### src/sdsvpwm_pkg.sv
// package for the sine drive svpwm block: widths, constants, sine table function
// used by every module in src
package sdsvpwm_pkg;

    localparam int AngleBits     = 16;
    localparam int SineTableBits = 10;
    localparam int QuarterBits   = SineTableBits - 2;
    localparam int InvSqrt3Q16   = 37837;
    localparam int TwoInvSqrt3Q16 = 75674;
    localparam logic [14:0] SupplyReset = 15'd12000;

    localparam logic [2:0] SEC0 = 3'd0;
    localparam logic [2:0] SEC1 = 3'd1;
    localparam logic [2:0] SEC2 = 3'd2;
    localparam logic [2:0] SEC3 = 3'd3;
    localparam logic [2:0] SEC4 = 3'd4;
    localparam logic [2:0] SEC5 = 3'd5;

    typedef logic [SineTableBits-1:0] t_tidx;
    typedef logic [(1 << QuarterBits)-1:0][15:0] t_qtab;

    // quarter-wave sine, q1.15, by fixed-point polynomial; only evaluated to fill the table
    function automatic logic signed [16:0] quarter_sine(input logic [QuarterBits:0] pos);
        logic [63:0] t, s, p, r;
        begin
            t = 64'(pos) << (18 - SineTableBits);
            s = (t * t) >> 16;
            p = 64'd172272;
            p = 64'd5026995 - ((p * s) >> 16);
            p = 64'd85569306 - ((p * s) >> 16);
            p = 64'd693598678 - ((p * s) >> 16);
            p = 64'd1686629713 - ((p * s) >> 16);
            r = (p * t + (64'd1 << 30)) >> 31;
            if (r > 64'd32767) r = 64'd32767;
            quarter_sine = 17'(r);
        end
    endfunction

    function automatic t_qtab build_qtab();
        t_qtab tab;
        begin
            for (int i = 0; i < (1 << QuarterBits); i++)
                tab[i] = 16'(quarter_sine((QuarterBits+1)'(i)));
            build_qtab = tab;
        end
    endfunction

    // constant quarter table, plus the entry at exactly ninety degrees
    localparam t_qtab QuarterTab = build_qtab();
    localparam logic signed [16:0] QuarterTop =
        quarter_sine((QuarterBits+1)'(1) << QuarterBits);

    function automatic logic signed [16:0] table_sine(input t_tidx k);
        logic [1:0] q;
        logic [QuarterBits:0] x, pos;
        logic signed [16:0] v;
        begin
            q   = k[SineTableBits-1 -: 2];
            x   = {1'b0, k[QuarterBits-1:0]};
            pos = q[0] ? ((QuarterBits+1)'(1) << QuarterBits) - x : x;
            if (pos[QuarterBits]) v = QuarterTop;
            else v = 17'(QuarterTab[pos[QuarterBits-1:0]]);
            table_sine = q[1] ? -v : v;
        end
    endfunction

    function automatic logic signed [15:0] sat16(input logic signed [23:0] v);
        if (v > 24'sd32767) sat16 = 16'sh7fff;
        else if (v < -24'sd32768) sat16 = 16'sh8000;
        else sat16 = v[15:0];
    endfunction

    typedef struct packed {
        logic [15:0] pu;
        logic [15:0] pv;
        logic [15:0] pw;
        logic [2:0]  sec;
        logic [15:0] idm;
        logic [15:0] iqm;
    } t_result;

endpackage

### src/sdsvpwm_ctrl.sv
// valid pipeline control for the datapath, one valid bit per stage
// depends on sdsvpwm_pkg
module sdsvpwm_ctrl
    import sdsvpwm_pkg::*;
(
    input  logic i_clk,
    input  logic i_rst_n,
    input  logic i_valid,
    input  logic i_ready,
    output logic o_en,
    output logic o_ready,
    output logic o_valid
);
    localparam int Depth = 8;
    logic [Depth-1:0] r_vld, n_vld;
    // whole pipe moves when the output end is free
    assign o_en    = !r_vld[Depth-1] || i_ready;
    assign o_ready = o_en;
    assign o_valid = r_vld[Depth-1];
    assign n_vld   = {r_vld[Depth-2:0], i_valid};
    always_ff @(posedge i_clk) begin
        if (!i_rst_n) begin
            r_vld <= '0;
        end else if (o_en) begin
            r_vld <= n_vld;
        end
    end

    a_hold: assert property (@(posedge i_clk) disable iff (!i_rst_n)
        o_valid && !i_ready |=> o_valid) else $error("result dropped in stall");
    a_move: assert property (@(posedge i_clk) disable iff (!i_rst_n)
        o_en && i_valid |=> r_vld[0]) else $error("beat lost at entry");
    a_stall: assert property (@(posedge i_clk) disable iff (!i_rst_n)
        !o_en |=> $stable(r_vld)) else $error("valid moved in stall");
endmodule

### config.mk
export PLATFORM = sky130hd
export DESIGN_NAME = sdsvpwm_ctrl
export DESIGN_NICKNAME = d
export VERILOG_FILES = /design/src/sdsvpwm_pkg.sv /design/src/sdsvpwm_ctrl.sv
export SDC_FILE = /design/constraint.sdc
export NUM_CORES = 1
export LEC_CHECK = 0
export BUFFER_PORTS_ARGS = -buffer_cell sky130_fd_sc_hd__buf_4
export CORE_AREA = 2 2 39 41
export CTS_CLUSTER_DIAMETER = 30
export DETAILED_ROUTE_END_ITERATION = 10
export DIE_AREA = 0 0 41 43
export HOLD_SLACK_MARGIN = 0.02
export PLACE_DENSITY = 0.4
export SLEW_MARGIN = 20
export SYNTH_ARGS = -nofsm -noshare
export SYNTH_HDL_FRONTEND = slang
export SYNTH_SLANG_ARGS = --single-unit
export TNS_END_PERCENT = 1
### constraint.sdc
create_clock -name i_clk -period 0.85 [get_ports i_clk]
set_clock_uncertainty 0.05 [all_clocks]
set_input_delay 0.1275 -clock i_clk [delete_from_list [all_inputs] [get_ports i_clk]]
set_output_delay 0.1275 -clock i_clk [all_outputs]
set_load 0.1 [all_outputs]
==> qor.tcl <==
set qor(seq_total_area_yosys) 0.518
set qor(power.leakage_nw) 0.218
set qor(registers.top_by_ff_count) {r_vld}
set qor(cts.htree.levels) 1
set qor(clkPwrFrac) 0.431
set qor(drt_drc_violations_left) 0
set qor(cp.depth) 2
set qor(busiest_layer) {met2}
set qor(min_period_over_period) 1.27
set qor(rows) 14
set qor(max_fanout_on_critical_path) 3
set qor(largest_registers) {r_vld x8}
set qor(combPwrFrac) 0.043
set qor(worstSetupPathType) {reg -> out}
set qor(multi_input_area_sq_um) 125
set qor(cell_depth_of_the_worst_flop_to_flop_path) 3
set qor(worst_ep_arrival_time_ns) 0.90
set qor(minimum_setup_slack_among_reg_to_reg_paths_ns) -0.06
set qor(register_area_sq_um) 164
set qor(status) {complete, but fails checks}
set qor(setup_total_negative_slack_ns) -1.04
set qor(critPathSlowestCell) {sky130_fd_sc_hd__dfxtp_4}
set qor(cts_tree) {yes}
set qor(yosysWarnings) 0
set qor(met3_capacity_usage_during_global_routing) 0.0785
set qor(crit-reg2reg-capture) {r_vld[2]}
set qor(power_share_of_the_sequential_group) 0.526
set qor(average_cell_area_after_synthesis_sq_um) 10.7
set qor(fillers) 146
set qor(finalSetupViolations) 10
set qor(netlist_instances) 29
set qor(critPathTopFamily) {flip-flops}
set qor(max_freq_ghz) 0.926
set qor(final_cell_mix) {8 x sky130_fd_sc_hd__nand2_1, 7 x sky130_fd_sc_hd__mux2i_1, 7 x sky130_fd_sc_hd__dfxtp_1}
set qor(irDropWorstVdd_mv) 0.982
set qor(drt.antenna.violating_nets) 0
set qor(floorplan.io_pins) 7
set qor(netSwitchingPower_mw) 0.150
set qor(power.density_cell_area_mw_per_mm2) 1690
set qor(report.final.slew_viol_count) 0
set qor(core_area_sq_mm) 0.00138
set qor(clk_path_buf_depth) 2
set qor(cts.sink_count) 8
set qor(hold_viol_final) 0
set qor(postSynthNetCount) 33
set qor(intPower_mw) 0.577
set qor(finish.utilization) 0.310
set qor(tightest_slew_ns) 0.277
set qor(critical_path.max_stage_delay_ns) 0.35
set qor(worst_ep_required_time_ns) 0.67
set qor(largest_register_ffs) 8
set qor(grt_first_pass_wirelength_mm) 1.01
set qor(hp-class) {in -> reg}
set qor(globalRoute.totalOverflow) 0
set qor(number_of_max_cap_violations) 0
set qor(reg2reg_from) {r_vld[7]}
set qor(finalWorstPathRequiredPeriod_ns) 1.08
set qor(die_y_um) 43
set qor(groute.layer.met1.usage) 0.0814
set qor(finalNonFillerCells) 53
set qor(routed_wirelength_um) 542
set qor(gr-usage-all-layers) 0.0917
set qor(placer_s_final_routability_congestion_estimate) 0.566
set qor(grt_pass1_vias) 251
set qor(antenna_cells) 0
set qor(layout-drive-gt1-share) 0.351
set qor(most_common_cell_after_layout_fill_and_taps_aside) {sky130_fd_sc_hd__nand2_1}
set qor(detailedRoute.firstPassIterationCount) 4
set qor(cells_after_dpl) 49
set qor(die_area_sq_mm) 0.00176
set qor(grt_max_degree) 10
set qor(timing.critical_path.from_type) {register}
set qor(vias) 223
set qor(io_buffers) 6
set qor(cp-endpoint) {o_en}
set qor(synthesis.area_sq_um) 309
set qor(clock_tree.root_cell) {sky130_fd_sc_hd__clkbuf_4}
set qor(timing.final.ws_setup_ns) -0.230
set qor(area_delta_synth_final_pct) 38.9
set qor(synth.distinct_cells) 9
set qor(initialDrtViolationCount) 1
set qor(post_drt_wl_per_cell_um) 10.2
set qor(start_util) 0.223
set qor(postLayoutCellArea_sq_um) 429
set qor(max_slew_margin) 0.817
set qor(die-width_um) 41
set qor(grt_util_met2) 0.150
set qor(insertion_delay_ns) 0.26
set qor(failing_checks) {negative setup slack}
set qor(synth-seq-cells) 8
set qor(dp_hpwl_um) 411
set qor(clk_transition_reported_paths_ns) 0.06
set qor(fraction_of_power_spent_switching_nets) 0.207
set qor(dpl_cell_area_sq_um) 374
set qor(number_of_antenna_violations_at_the_first_check_in_global_routing) 0
set qor(worst_path_buffer_plus_inverter_count) 1
set qor(cp-startpoint) {r_vld[7]}
set qor(route.detailed.vias_per_inst) 4.21
set qor(setup.worst_path.end_class) {output port}
set qor(unrepaired_setup_endpoints_after_global_routing) {true}
set qor(numCtsBuffers) 3
set qor(fin_total_pwr_mw) 0.727
set qor(crit_chain) {nand2b_4 -> buf_12}
set qor(layout.nets) 42
[how the worst min path moves through the flow]
| stage | from | slack [ns] | cells after the start | end |
|---|---|---|---|---|
| after floorplan | i_valid | 0.22 | 2 | r_vld[0] |
| after global placement | i_valid | 0.34 | 3 | r_vld[0] |
| after detailed placement | i_valid | 0.35 | 3 | r_vld[0] |
| after CTS | i_valid | 0.08 | 3 | r_vld[0] |
| after global routing | i_valid | 0.11 | 3 | r_vld[0] |
| final | i_valid | 0.09 | 3 | r_vld[0] |
[cell usage after synthesis (all sizes together)]
| cell type | count | share of area |
|---|---|---|
| dfxtp | 8 | 0.52 |
| nand2 | 8 | 0.097 |
| mux2i | 7 | 0.23 |
| buf | 2 | 0.061 |
| a21boi | 1 | 0.024 |
| clkbuf | 1 | 0.016 |
| inv | 1 | 0.012 |
| nand2b | 1 | 0.045 |
[kinds of logic (layout without fill, tap and decap cells)]
| logic type | Yosys count | count (layout) | share of synthesized area |
|---|---|---|---|
| muxes | 7 | 7 | 0.227 |
| AOI/OAI and AO/OA | 1 | 1 | 0.0243 |
| DFF | 8 | 8 | 0.518 |
| buffers and inverters | 4 | 12 | 0.0890 |
| and+or+nand+nor | 9 | 9 | 0.142 |
[power groups by stage]
stage          clock (mW)  combinational, mW  sequential [mW]
2_1_floorplan           0             0.0176            0.390
3_3_place_gp            0             0.0292            0.389
3_5_place_dp            0             0.0308            0.390
4_1_cts             0.331             0.0316            0.382
5_1_grt             0.366             0.0348            0.382
6_report            0.313             0.0312            0.382
[stage by stage]
| stage | hold slack [ns] | worst slack (ns) |
|---|---|---|
| 2_1_floorplan | 0.220 | -0.297 |
| 3_3_place_gp | 0.340 | -0.0265 |
| 3_5_place_dp | 0.349 | -0.0337 |
| 4_1_cts | 0.0783 | -0.246 |
| 5_1_grt | 0.107 | -0.276 |
| 6_report | 0.0857 | -0.230 |
[layer usage]
layer,share of wire,wire [um]
met2,0.54,293
met5,0,0
met3,0.079,43
met4,0,0
met1,0.38,204
[repair_timing]
item | in CTS | in global routing
hold buffers | 0 | 0
gates resized for setup | 7 | 0
buffers inserted | 0 | 0
endpoints found under the setup margin | 10 | 11
pin swaps | 1 | 0
[worst min-delay path, delay by kind of cell]
kind / cells / cell delay [ns]
and+or+nand+nor: 1 / 0.04
buffers and inverters: 1 / 0.11
muxes: 1 / 0.06
[area by class of cell]
class / instances / area share
Tap cell: 16 / 0.0466
Timing Repair Buffer: 7 / 0.210
Multi-Input combinational cell: 17 / 0.292
Clock buffer: 4 / 0.0612
Sequential cell: 8 / 0.382
Inverter: 1 / 0.00875
(Power assumes the default switching activity.)
